[config.mk]
export PLATFORM = sky130hd
export DESIGN_NAME = fat_boot_sector_classifier_unit
export DESIGN_NICKNAME = d
export VERILOG_FILES = /design/src/rtl/fbsc_pkg.sv /design/src/rtl/fbsc_front.sv /design/src/rtl/fbsc_queue.sv /design/src/rtl/fbsc_back.sv /design/src/rtl/fat_boot_sector_classifier_unit.sv
export SDC_FILE = /design/constraint.sdc
export NUM_CORES = 2
export LEC_CHECK = 0
export ABC_AREA = 1
export BUFFER_PORTS_ARGS = -buffer_cell sky130_fd_sc_hd__buf_2
export CAP_MARGIN = 10
export CORE_MARGIN = 5
export CORE_UTILIZATION = 29
export DETAILED_ROUTE_END_ITERATION = 7
export HOLD_SLACK_MARGIN = 0.05
export PLACE_DENSITY = 0.53
export SLEW_MARGIN = 20
export SYNTH_ARGS = -nofsm -noshare
export SYNTH_HDL_FRONTEND = slang
export SYNTH_SLANG_ARGS = --single-unit
[constraint.sdc]
create_clock -name i_clk -period 13.9 [get_ports i_clk]
set_clock_uncertainty 0.1 [all_clocks]
set_input_delay 2.085 -clock i_clk [delete_from_list [all_inputs] [get_ports i_clk]]
set_output_delay 2.085 -clock i_clk [all_outputs]
set_load 0.01 [all_outputs]
[src/rtl/fbsc_pkg.sv]
package fbsc_pkg;

    localparam int unsigned SECTOR_BYTES = 512;
    localparam int unsigned POS_W        = 10;
    localparam int unsigned RESULT_W     = 224;
    localparam int unsigned QUEUE_DEPTH  = 2;

    // Byte offsets of the captured boot sector fields.
    localparam logic [POS_W-1:0] POS_JUMP       = 10'd0;
    localparam logic [POS_W-1:0] POS_NAME_FIRST = 10'd3;
    localparam logic [POS_W-1:0] POS_NAME_LAST  = 10'd10;
    localparam logic [POS_W-1:0] POS_BPS_LO     = 10'h0B;
    localparam logic [POS_W-1:0] POS_BPS_HI     = 10'h0C;
    localparam logic [POS_W-1:0] POS_SPC        = 10'h0D;
    localparam logic [POS_W-1:0] POS_RSV_LO     = 10'h0E;
    localparam logic [POS_W-1:0] POS_RSV_HI     = 10'h0F;
    localparam logic [POS_W-1:0] POS_COPIES     = 10'h10;
    localparam logic [POS_W-1:0] POS_ROOT_LO    = 10'h11;
    localparam logic [POS_W-1:0] POS_ROOT_HI    = 10'h12;
    localparam logic [POS_W-1:0] POS_TOT16_LO   = 10'h13;
    localparam logic [POS_W-1:0] POS_TOT16_HI   = 10'h14;
    localparam logic [POS_W-1:0] POS_FAT16_LO   = 10'h16;
    localparam logic [POS_W-1:0] POS_FAT16_HI   = 10'h17;
    localparam logic [POS_W-1:0] POS_TOT32_B0   = 10'h20;
    localparam logic [POS_W-1:0] POS_TOT32_B3   = 10'h23;
    localparam logic [POS_W-1:0] POS_FAT32_B0   = 10'h24;
    localparam logic [POS_W-1:0] POS_FAT32_B3   = 10'h27;
    localparam logic [POS_W-1:0] POS_RCLUS_B0   = 10'h2C;
    localparam logic [POS_W-1:0] POS_RCLUS_B3   = 10'h2F;
    localparam logic [POS_W-1:0] POS_SIG_LO     = 10'd510;
    localparam logic [POS_W-1:0] POS_SIG_HI     = 10'd511;
    localparam logic [POS_W-1:0] POS_DONE       = 10'd512;

    localparam logic [63:0] NTFS_NAME  = "NTFS    ";
    localparam logic [63:0] EXFAT_NAME = "EXFAT   ";
    localparam logic [15:0] BOOT_SIG   = 16'hAA55;
    localparam logic [7:0]  JUMP_SHORT = 8'hEB;
    localparam logic [7:0]  JUMP_NEAR  = 8'hE9;
    localparam logic [31:0] FAT12_LIMIT = 32'd4085;
    localparam logic [31:0] FAT16_LIMIT = 32'd65525;

    localparam logic [2:0] FS_UNKNOWN = 3'd0;
    localparam logic [2:0] FS_FAT12   = 3'd1;
    localparam logic [2:0] FS_FAT16   = 3'd2;
    localparam logic [2:0] FS_FAT32   = 3'd3;
    localparam logic [2:0] FS_NTFS    = 3'd4;
    localparam logic [2:0] FS_EXFAT   = 3'd5;

    localparam logic [3:0] ERR_NONE      = 4'd0;
    localparam logic [3:0] ERR_JUMP      = 4'd1;
    localparam logic [3:0] ERR_SIGNATURE = 4'd2;
    localparam logic [3:0] ERR_SECTOR    = 4'd3;
    localparam logic [3:0] ERR_CLUSTER   = 4'd4;
    localparam logic [3:0] ERR_RESERVED  = 4'd5;
    localparam logic [3:0] ERR_COPIES    = 4'd6;
    localparam logic [3:0] ERR_TOTAL     = 4'd7;
    localparam logic [3:0] ERR_FATSIZE   = 4'd8;

    // Everything the front captured for one sector.
    typedef struct packed {
        logic        jump_valid;
        logic        ntfs_match;
        logic        exfat_match;
        logic [15:0] sector_size;
        logic [7:0]  cluster_sectors;
        logic [15:0] reserved;
        logic [7:0]  copies;
        logic [15:0] root_entries;
        logic [31:0] total;
        logic [31:0] table_size;
        logic [31:0] root_dir_clus;
        logic [15:0] signature;
    } t_boot_snap;

    // Shift that divides by a one-hot cluster size.
    function automatic logic [2:0] spc_shift(input logic [7:0] spc);
        logic [2:0] sh;
        sh = 3'd0;
        for (int k = 1; k < 8; k++) begin
            if (spc[k]) begin
                sh = 3'(k);
            end
        end
        return sh;
    endfunction

endpackage

[src/rtl/fbsc_front.sv]
module fbsc_front
    import fbsc_pkg::*;
(
    input  logic       i_clk,
    input  logic       i_rst_n,
    input  logic       i_valid,
    output logic       o_ready,
    input  logic [7:0] i_byte,
    input  logic       i_start,
    input  logic       i_queue_full,
    output logic       o_push,
    output t_boot_snap o_snap
);

    logic [POS_W-1:0] r_pos, n_pos;
    logic [POS_W-1:0] pos;
    logic [2:0]       name_idx;
    logic [7:0]       ntfs_char, exfat_char;
    logic             accept;
    t_boot_snap       r_cap, n_cap;

    assign pos       = i_start ? '0 : r_pos;
    assign o_ready   = !(i_queue_full && pos == POS_SIG_HI);
    assign accept    = i_valid && o_ready;
    assign o_push    = accept && pos == POS_SIG_HI;
    assign name_idx  = pos[2:0] - POS_NAME_FIRST[2:0];
    assign ntfs_char  = NTFS_NAME[63 - 8*name_idx -: 8];
    assign exfat_char = EXFAT_NAME[63 - 8*name_idx -: 8];

    always_comb begin
        n_cap = r_cap;
        n_pos = r_pos;
        if (accept && pos != POS_DONE) begin
            n_pos = pos + 1'b1;
            if (pos == POS_JUMP) begin
                n_cap.jump_valid = (i_byte == JUMP_SHORT) || (i_byte == JUMP_NEAR);
            end else if (pos >= POS_NAME_FIRST && pos <= POS_NAME_LAST) begin
                n_cap.ntfs_match  = (pos == POS_NAME_FIRST || r_cap.ntfs_match)
                                    && i_byte == ntfs_char;
                n_cap.exfat_match = (pos == POS_NAME_FIRST || r_cap.exfat_match)
                                    && i_byte == exfat_char;
            end else if (pos == POS_BPS_LO) begin
                n_cap.sector_size[7:0] = i_byte;
            end else if (pos == POS_BPS_HI) begin
                n_cap.sector_size[15:8] = i_byte;
            end else if (pos == POS_SPC) begin
                n_cap.cluster_sectors = i_byte;
            end else if (pos == POS_RSV_LO) begin
                n_cap.reserved[7:0] = i_byte;
            end else if (pos == POS_RSV_HI) begin
                n_cap.reserved[15:8] = i_byte;
            end else if (pos == POS_COPIES) begin
                n_cap.copies = i_byte;
            end else if (pos == POS_ROOT_LO) begin
                n_cap.root_entries[7:0] = i_byte;
            end else if (pos == POS_ROOT_HI) begin
                n_cap.root_entries[15:8] = i_byte;
            end else if (pos == POS_TOT16_LO) begin
                n_cap.total[7:0] = i_byte;
            end else if (pos == POS_TOT16_HI) begin
                n_cap.total[15:8] = i_byte;
            end else if (pos == POS_FAT16_LO) begin
                n_cap.table_size[7:0] = i_byte;
            end else if (pos == POS_FAT16_HI) begin
                n_cap.table_size[15:8] = i_byte;
            end else if (pos >= POS_TOT32_B0 && pos <= POS_TOT32_B3) begin
                n_cap.root_dir_clus = r_cap.root_dir_clus;
            end else if (pos >= POS_FAT32_B0 && pos <= POS_FAT32_B3) begin
                n_cap.root_dir_clus = r_cap.root_dir_clus;
            end else if (pos >= POS_RCLUS_B0 && pos <= POS_RCLUS_B3) begin
                n_cap.root_dir_clus[8*pos[1:0] +: 8] = i_byte;
            end else if (pos == POS_SIG_LO) begin
                n_cap.signature[7:0] = i_byte;
            end else if (pos == POS_SIG_HI) begin
                n_cap.signature[15:8] = i_byte;
            end
        end
    end

    // The 32-bit totals are kept apart from the 16-bit ones and merged on push.
    logic [31:0] r_tot_long, n_tot_long;
    logic [31:0] r_fat_long, n_fat_long;

    always_comb begin
        n_tot_long = r_tot_long;
        n_fat_long = r_fat_long;
        if (accept && pos >= POS_TOT32_B0 && pos <= POS_TOT32_B3) begin
            n_tot_long[8*pos[1:0] +: 8] = i_byte;
        end
        if (accept && pos >= POS_FAT32_B0 && pos <= POS_FAT32_B3) begin
            n_fat_long[8*pos[1:0] +: 8] = i_byte;
        end
    end

    always_comb begin
        o_snap            = n_cap;
        o_snap.total      = (n_cap.total[15:0] != '0) ? {16'd0, n_cap.total[15:0]}
                                                      : n_tot_long;
        o_snap.table_size = (n_cap.table_size[15:0] != '0)
                            ? {16'd0, n_cap.table_size[15:0]} : n_fat_long;
    end

    always_ff @(posedge i_clk) begin
        if (!i_rst_n) begin
            r_pos      <= '0;
            r_cap      <= '0;
            r_tot_long <= '0;
            r_fat_long <= '0;
        end else begin
            r_pos      <= n_pos;
            r_cap      <= n_cap;
            r_tot_long <= n_tot_long;
            r_fat_long <= n_fat_long;
        end
    end

endmodule

[src/rtl/fbsc_queue.sv]
module fbsc_queue
    import fbsc_pkg::*;
(
    input  logic       i_clk,
    input  logic       i_rst_n,
    input  logic       i_push,
    input  t_boot_snap i_data,
    output logic       o_full,
    input  logic       i_pop,
    output logic       o_valid,
    output t_boot_snap o_data
);

    localparam int unsigned PTR_W = $clog2(QUEUE_DEPTH);

    t_boot_snap       r_mem [QUEUE_DEPTH];
    logic [PTR_W-1:0] r_wr_ptr, r_rd_ptr;
    logic [PTR_W:0]   r_count;
    logic             do_pop;

    assign o_full  = r_count == (PTR_W+1)'(QUEUE_DEPTH);
    assign o_valid = r_count != '0;
    assign o_data  = r_mem[r_rd_ptr];
    assign do_pop  = i_pop && o_valid;

    always_ff @(posedge i_clk) begin
        if (i_push && !o_full) begin
            r_mem[r_wr_ptr] <= i_data;
        end
    end

    always_ff @(posedge i_clk) begin
        if (!i_rst_n) begin
            r_wr_ptr <= '0;
            r_rd_ptr <= '0;
            r_count  <= '0;
        end else begin
            if (i_push && !o_full) begin
                r_wr_ptr <= r_wr_ptr + 1'b1;
            end
            if (do_pop) begin
                r_rd_ptr <= r_rd_ptr + 1'b1;
            end
            if ((i_push && !o_full) && !do_pop) begin
                r_count <= r_count + 1'b1;
            end else if (!(i_push && !o_full) && do_pop) begin
                r_count <= r_count - 1'b1;
            end
        end
    end

endmodule

[src/rtl/fbsc_back.sv]
module fbsc_back
    import fbsc_pkg::*;
(
    input  logic                i_clk,
    input  logic                i_rst_n,
    input  logic                i_valid,
    input  t_boot_snap          i_snap,
    output logic                o_pop,
    output logic                o_valid,
    input  logic                i_ready,
    output logic [RESULT_W-1:0] o_data
);

    // Stage one: checks, root directory sectors and first data sector.
    logic [2:0]  s0_kind;
    logic [3:0]  s0_err;
    logic        bps_ok, spc_ok;
    logic [21:0] root_num;
    logic [21:0] root_shifted;
    logic [12:0] root_sec;
    logic [33:0] first;

    always_comb begin
        bps_ok = i_snap.sector_size == 16'd512 || i_snap.sector_size == 16'd1024
              || i_snap.sector_size == 16'd2048 || i_snap.sector_size == 16'd4096;
        spc_ok = i_snap.cluster_sectors != '0
              && (i_snap.cluster_sectors & (i_snap.cluster_sectors - 8'd1)) == '0;
        s0_err = ERR_NONE;
        if (!i_snap.jump_valid) begin
            s0_err = ERR_JUMP;
        end else if (i_snap.signature != BOOT_SIG) begin
            s0_err = ERR_SIGNATURE;
        end else if (!bps_ok) begin
            s0_err = ERR_SECTOR;
        end else if (!spc_ok) begin
            s0_err = ERR_CLUSTER;
        end else if (i_snap.reserved == '0) begin
            s0_err = ERR_RESERVED;
        end else if (i_snap.copies == '0 || i_snap.copies > 8'd2) begin
            s0_err = ERR_COPIES;
        end else if (i_snap.total == '0) begin
            s0_err = ERR_TOTAL;
        end else if (i_snap.table_size == '0) begin
            s0_err = ERR_FATSIZE;
        end
        if (i_snap.ntfs_match) begin
            s0_kind = FS_NTFS;
        end else if (i_snap.exfat_match) begin
            s0_kind = FS_EXFAT;
        end else begin
            s0_kind = FS_UNKNOWN;
        end
    end

    always_comb begin
        root_num = {1'b0, i_snap.root_entries, 5'd0} + {6'd0, i_snap.sector_size} - 22'd1;
        unique case (i_snap.sector_size)
            16'd1024: root_shifted = root_num >> 10;
            16'd2048: root_shifted = root_num >> 11;
            16'd4096: root_shifted = root_num >> 12;
            default:  root_shifted = root_num >> 9;
        endcase
        root_sec = root_shifted[12:0];
        // Copies is one or two whenever the result is used.
        first = {18'd0, i_snap.reserved}
              + (i_snap.copies[1] ? {1'b0, i_snap.table_size, 1'b0}
                                  : {2'd0, i_snap.table_size})
              + {21'd0, root_sec};
    end

    logic        r_s1_valid;
    logic [2:0]  r_s1_kind;
    logic [3:0]  r_s1_err;
    t_boot_snap  r_s1_snap;
    logic [33:0] r_s1_first;
    logic [2:0]  r_s1_spc_sh;

    logic adv_out, take_s1, load_s1;

    assign adv_out = !o_valid || i_ready;
    assign take_s1 = r_s1_valid && adv_out;
    assign load_s1 = !r_s1_valid || take_s1;
    assign o_pop   = i_valid && load_s1;

    // Stage two: cluster count and FAT type.
    logic        under;
    logic [31:0] diff;
    logic [31:0] clus;
    logic [2:0]  fat_type;
    logic [RESULT_W-1:0] result;

    always_comb begin
        under = r_s1_first > {2'd0, r_s1_snap.total};
        diff  = r_s1_snap.total - r_s1_first[31:0];
        clus  = under ? '1 : (diff >> r_s1_spc_sh);
        if (under || clus >= FAT16_LIMIT) begin
            fat_type = FS_FAT32;
        end else if (clus < FAT12_LIMIT) begin
            fat_type = FS_FAT12;
        end else begin
            fat_type = FS_FAT16;
        end
        if (r_s1_kind != FS_UNKNOWN) begin
            result = {{(RESULT_W-3){1'b0}}, r_s1_kind};
        end else if (r_s1_err != ERR_NONE) begin
            result = {{(RESULT_W-7){1'b0}}, r_s1_err, FS_UNKNOWN};
        end else begin
            result = {clus,
                      r_s1_first,
                      (fat_type == FS_FAT32) ? r_s1_snap.root_dir_clus : 32'd0,
                      r_s1_snap.table_size,
                      r_s1_snap.total,
                      r_s1_snap.root_entries,
                      r_s1_snap.copies[1:0],
                      r_s1_snap.reserved,
                      r_s1_snap.cluster_sectors,
                      r_s1_snap.sector_size[12:0],
                      ERR_NONE,
                      fat_type};
        end
    end

    always_ff @(posedge i_clk) begin
        if (o_pop) begin
            r_s1_kind   <= s0_kind;
            r_s1_err    <= s0_err;
            r_s1_snap   <= i_snap;
            r_s1_first  <= first;
            r_s1_spc_sh <= spc_shift(i_snap.cluster_sectors);
        end
        if (take_s1) begin
            o_data <= result;
        end
    end

    always_ff @(posedge i_clk) begin
        if (!i_rst_n) begin
            r_s1_valid <= 1'b0;
            o_valid    <= 1'b0;
        end else begin
            if (load_s1) begin
                r_s1_valid <= i_valid;
            end
            if (adv_out) begin
                o_valid <= r_s1_valid;
            end
        end
    end

endmodule

[src/rtl/fat_boot_sector_classifier_unit.sv]
// Channel   Dir  Payload
// s_axis    in   tdata[7:0] = data_byte, tuser = sector_start
// m_axis    out  tdata[223:0] = one classification result per sector
//
// One byte is taken every cycle; the front never waits on the back unless two
// finished sectors are already queued and a third sector reaches byte 511.
// After the edge that takes byte 511, a sector's result passes through the queue and
// the check stage register, then the output register presents it.
// A stalled m_axis holds its beat while bytes keep flowing.
// Reset is synchronous and clears the byte position and all captured fields.
module fat_boot_sector_classifier_unit
    import fbsc_pkg::*;
(
    input  logic                i_clk,
    input  logic                i_rst_n,
    input  logic                s_axis_tvalid,
    output logic                s_axis_tready,
    input  logic [7:0]          s_axis_tdata,  // [7:0] data_byte
    input  logic                s_axis_tuser,  // [0] sector_start
    output logic                m_axis_tvalid,
    input  logic                m_axis_tready,
    // [2:0] fs_type, [6:3] error_code, [19:7] sector_size, [27:20] cluster_sectors,
    // [43:28] reserved_count, [45:44] table_copies, [61:46] root_entries,
    // [93:62] volume_sectors, [125:94] table_sectors, [157:126] root_start_cluster,
    // [191:158] data_start_sector, [223:192] clusters
    output logic [RESULT_W-1:0] m_axis_tdata
);

    logic       push, queue_full, pop, queue_valid;
    t_boot_snap push_snap, head_snap;

    fbsc_front u_front (
        .i_clk        (i_clk),
        .i_rst_n      (i_rst_n),
        .i_valid      (s_axis_tvalid),
        .o_ready      (s_axis_tready),
        .i_byte       (s_axis_tdata),
        .i_start      (s_axis_tuser),
        .i_queue_full (queue_full),
        .o_push       (push),
        .o_snap       (push_snap)
    );

    fbsc_queue u_queue (
        .i_clk   (i_clk),
        .i_rst_n (i_rst_n),
        .i_push  (push),
        .i_data  (push_snap),
        .o_full  (queue_full),
        .i_pop   (pop),
        .o_valid (queue_valid),
        .o_data  (head_snap)
    );

    fbsc_back u_back (
        .i_clk   (i_clk),
        .i_rst_n (i_rst_n),
        .i_valid (queue_valid),
        .i_snap  (head_snap),
        .o_pop   (pop),
        .o_valid (m_axis_tvalid),
        .i_ready (m_axis_tready),
        .o_data  (m_axis_tdata)
    );

endmodule
==> metrics.md <==
| Metric | Value |
|---|---|
| Met1 usage | `0.205` |
| Tcrit/Tclk final | `0.548` |
| Final core occ | `0.335` |
| Die area | `171000 um2` |
| Net Count, Synth | `slightly above 5k` |
| Setup crit start kind | `flip-flop` |
| Post-DP HPWL | `95400 um` |
| Vias | `approximately 33k` |
| Highest-count cells in the layout ignoring fill and taps | `931 x nand2_1, 819 x inv_1, 776 x edfxtp_1, 561 x nor2_1, 293 x nand3_1` |
| Max IR drop VDD | `167 uV` |
| RD Place Congestion | `0.899` |
| Area grow syn2layout | `15.0%` |
| Main synth FF type | `edfxtp_1` |
| Seq/Total Area, Yosys | `0.589` |
| Commonest non-fill, non-tap cell in the layout | `nand2_1` |
| Number of synthesized flops with an enable pin | `approximately 780` |
| HP Class | `flip-flop to flip-flop` |
| Max-cap violations | `0` |
| Setup violators final | `0` |
| Worst skew pair latency | `0.72 ns` |
| Post-Route Setup TNS | `0 ns` |
| Post-synth ARST share | `0` |
| Clock root cell | `clkbuf_16` |
| CTS clk-pin slew, worst paths | `~0.06 ns` |
| Die W | `414 um` |
| Post-synth cell types | `65` |
| GR Util met2 | `0.241` |
| DRC viols | `0` |
| Leak pwr | `23.2 nW` |
| CP Data Arrival Time | `7.99 ns` |
| Setup CP Type | `flip-flop to flip-flop` |
| Layout cells sized above 1 | `0.127` |
| CTS tree | `done` |
| DRT Wirelength | `131000 um` |
| Largest net degree at the start of global routing | `approximately 100` |
| Post-cts hold buffer count | `0` |
| Die height | `414 um` |
| Average routed wire per standard cell | `between 15 and 20 um` |
| CTS buffer count | `between 100 and 150` |
| Unrepaired setup endpoints after global routing | `false` |
| Synth warn | `0` |
| Total setup buffers inserted after CTS | `0` |
| PwrDens | `221 nW/um2` |
| Gr ovfl total | `0` |
| DRT iter0 DRCs | `2664` |
| Max Clk Rate | `131 MHz` |
| Cells after synthesis | `4960` |
| Htree depth | `3` |
| Site row count | `~150` |
| Cell area after synthesis | `47300 um2` |
| Clock Sinks | `1004` |
| CP max stage delay | `0.67 ns` |
| Antenna Violating Nets Remaining | `0` |
| Dpl cell area | `50800 um2` |
| Crit-path slowest cell | `inv_4` |
| Worst-Margin Slew | `around 1 ns` |
| Met3 usage | `0.0245` |
| Vias in the first global route | `32.0k` |
| CP max FO | `82` |
| Slew margin rel. | `0.319` |
| Yosys reg bits | `around 1k` |
| Tmin final | `7.62 ns` |
| Outcome | `finished clean` |
| Gr busiest metal | `met2` |
| DRT Pass-1 Iters | `5` |
| Crit path capture type | `flip-flop` |
| Final instance area | `between 50000 and 60000 um2` |
| Resized cells post-CTS | `0` |
| Port bufs | `238` |
| I/O pin cnt | `239` |
| First-pass GRT wire length | `196000 um` |
| Synth Area per Inst | `9.54 um2` |
| Initial core utilization | `0.291` |
| Longest Clk Path Bufs | `3` |
| Via/cell ratio | `between 4 and 5` |
| Initial antenna violation count | `0` |
| GRT Util Overall | `0.149` |
| Required @ worst endpoint | `14.27 ns` |
| CORE AREA | `162000 um2` |
| Net total in the final layout | `5314` |
| Fin. Hold Viols | `0` |
| Max-slew violation count | `0` |
| Cell mode on critical path | `nand2_1` |
[cell usage after synthesis, drive strengths merged, types with 4 or more instances]
cell type,n,area share
nand2,945,0.077
inv,837,0.067
edfxtp,776,0.49
nor2,602,0.054
nand3,295,0.032
dfxtp,228,0.096
a21oi,221,0.023
o21ai,211,0.024
clkbuf,133,0.011
ha,123,0.033
or2,122,0.016
a211oi,113,0.018
nor3,48,0.0056
nand4,46,0.0067
buf,44,0.0051
xor2,42,0.0078
nor4,35,0.0048
o21a,21,0.0033
a31oi,19,0.0025
mux2i,16,0.0034
fa,15,0.0063
xnor2,11,0.0020
o2111ai,10,0.0019
clkinv,8,0.00063
nand3b,7,0.0011
o21bai,6,0.00095
o211ai,5,0.00090
and2,4,0.00053
o41ai,4,0.00074
[registers in the layout, indices dropped and copies added (netlist names), named ones only]
name and count:
u_back.r_s1_snap 151, u_front.r_tot_long 32, u_back.o_data 224, u_front.r_fat_long 32
u_front.r_cap 147, u_back.r_s1_err 4, u_back.r_s1_first 34, u_front.r_pos 10
u_queue.r_rd_ptr 1, u_queue.r_wr_ptr 1, u_back.o_valid 1, u_back.r_s1_kind 2
u_queue.r_mem 358, u_queue.r_count 2, u_back.r_s1_valid 1, u_back.r_s1_spc_sh 3
[power by group]
part	leakage, nW	internal [mW]	total, mW	switching [mW]
logic	12.1	1.54	5.00	3.46
clock network	1.72	1.67	2.88	1.21
registers	9.44	3.95	4.15	0.202
total	23.2	7.15	12.0	4.87
[critical path: cells and delay by family, from the launching register on]
family | cells | cell delay, ns
AO/OA/AOI/OAI | 9 | 1.89
buffers and inverters | 4 | 0.86
XOR/XNOR | 2 | 0.57
flip-flops | 1 | 0.43
AND/OR/NAND/NOR | 15 | 1.81
adder cells (fa/ha/maj) | 4 | 1.61
[final timing paths]
| path | endpoint | cells after the start | startpoint | slack (ns) |
|---|---|---|---|---|
| max reg2reg | u_back.r_s1_first[27] | 34 | flip-flop | 6.28 |
| min reg2reg | flip-flop | 1 | u_queue.r_rd_ptr | 0.33 |
| min | flip-flop | 1 | u_queue.r_rd_ptr | 0.33 |
| max | u_back.r_s1_first[27] | 34 | flip-flop | 6.28 |
[cell type report]
| cell class | count | area (um2) |
|---|---|---|
| fill | 16700 | 108000 |
| clock inverter | 59 | 709 |
| timing repair buffer | 274 | 1470 |
| clock buffer | 136 | 2840 |
| multi-input combinational | 2934 | 15600 |
| sequential | 1004 | 27900 |
| antenna | 1 | 2.50 |
| inverter | 845 | 3200 |
| tap | 2175 | 2720 |
[cell families (layout without fill, tap and decap cells)]
family | Yosys count | count (layout) | synth area share
buffers and inverters | 1022 | 1314 | 0.0831
adder cells (fa/ha/maj) | 138 | 138 | 0.0389
flip-flops | 1004 | 1004 | 0.589
AO/OA/AOI/OAI | 620 | 620 | 0.0778
other | 0 | 1 | 0
multiplexers | 16 | 16 | 0.00339
XOR/XNOR | 53 | 53 | 0.00981
AND/OR/NAND/NOR | 2107 | 2107 | 0.198
[metrics by stage]
step	hold WS, ns	worst slack (ns)	power, mW	std cells
floorplan	0.325	0.0618	7.72	4960
CTS	0.339	6.27	12.2	7426
global route	0.384	5.50	12.9	7427
finish	0.335	6.28	12.0	7428
global placement	0.322	6.33	9.23	7231
detailed placement	0.332	6.34	9.26	7231
[per-layer routing]
layer,vias up,share of wire
met3,190,0.052
met5,-,0
li1,16700,-
met2,668,0.46
met4,0,0.030
met1,15700,0.46
Power figures use the tool's default switching activity.
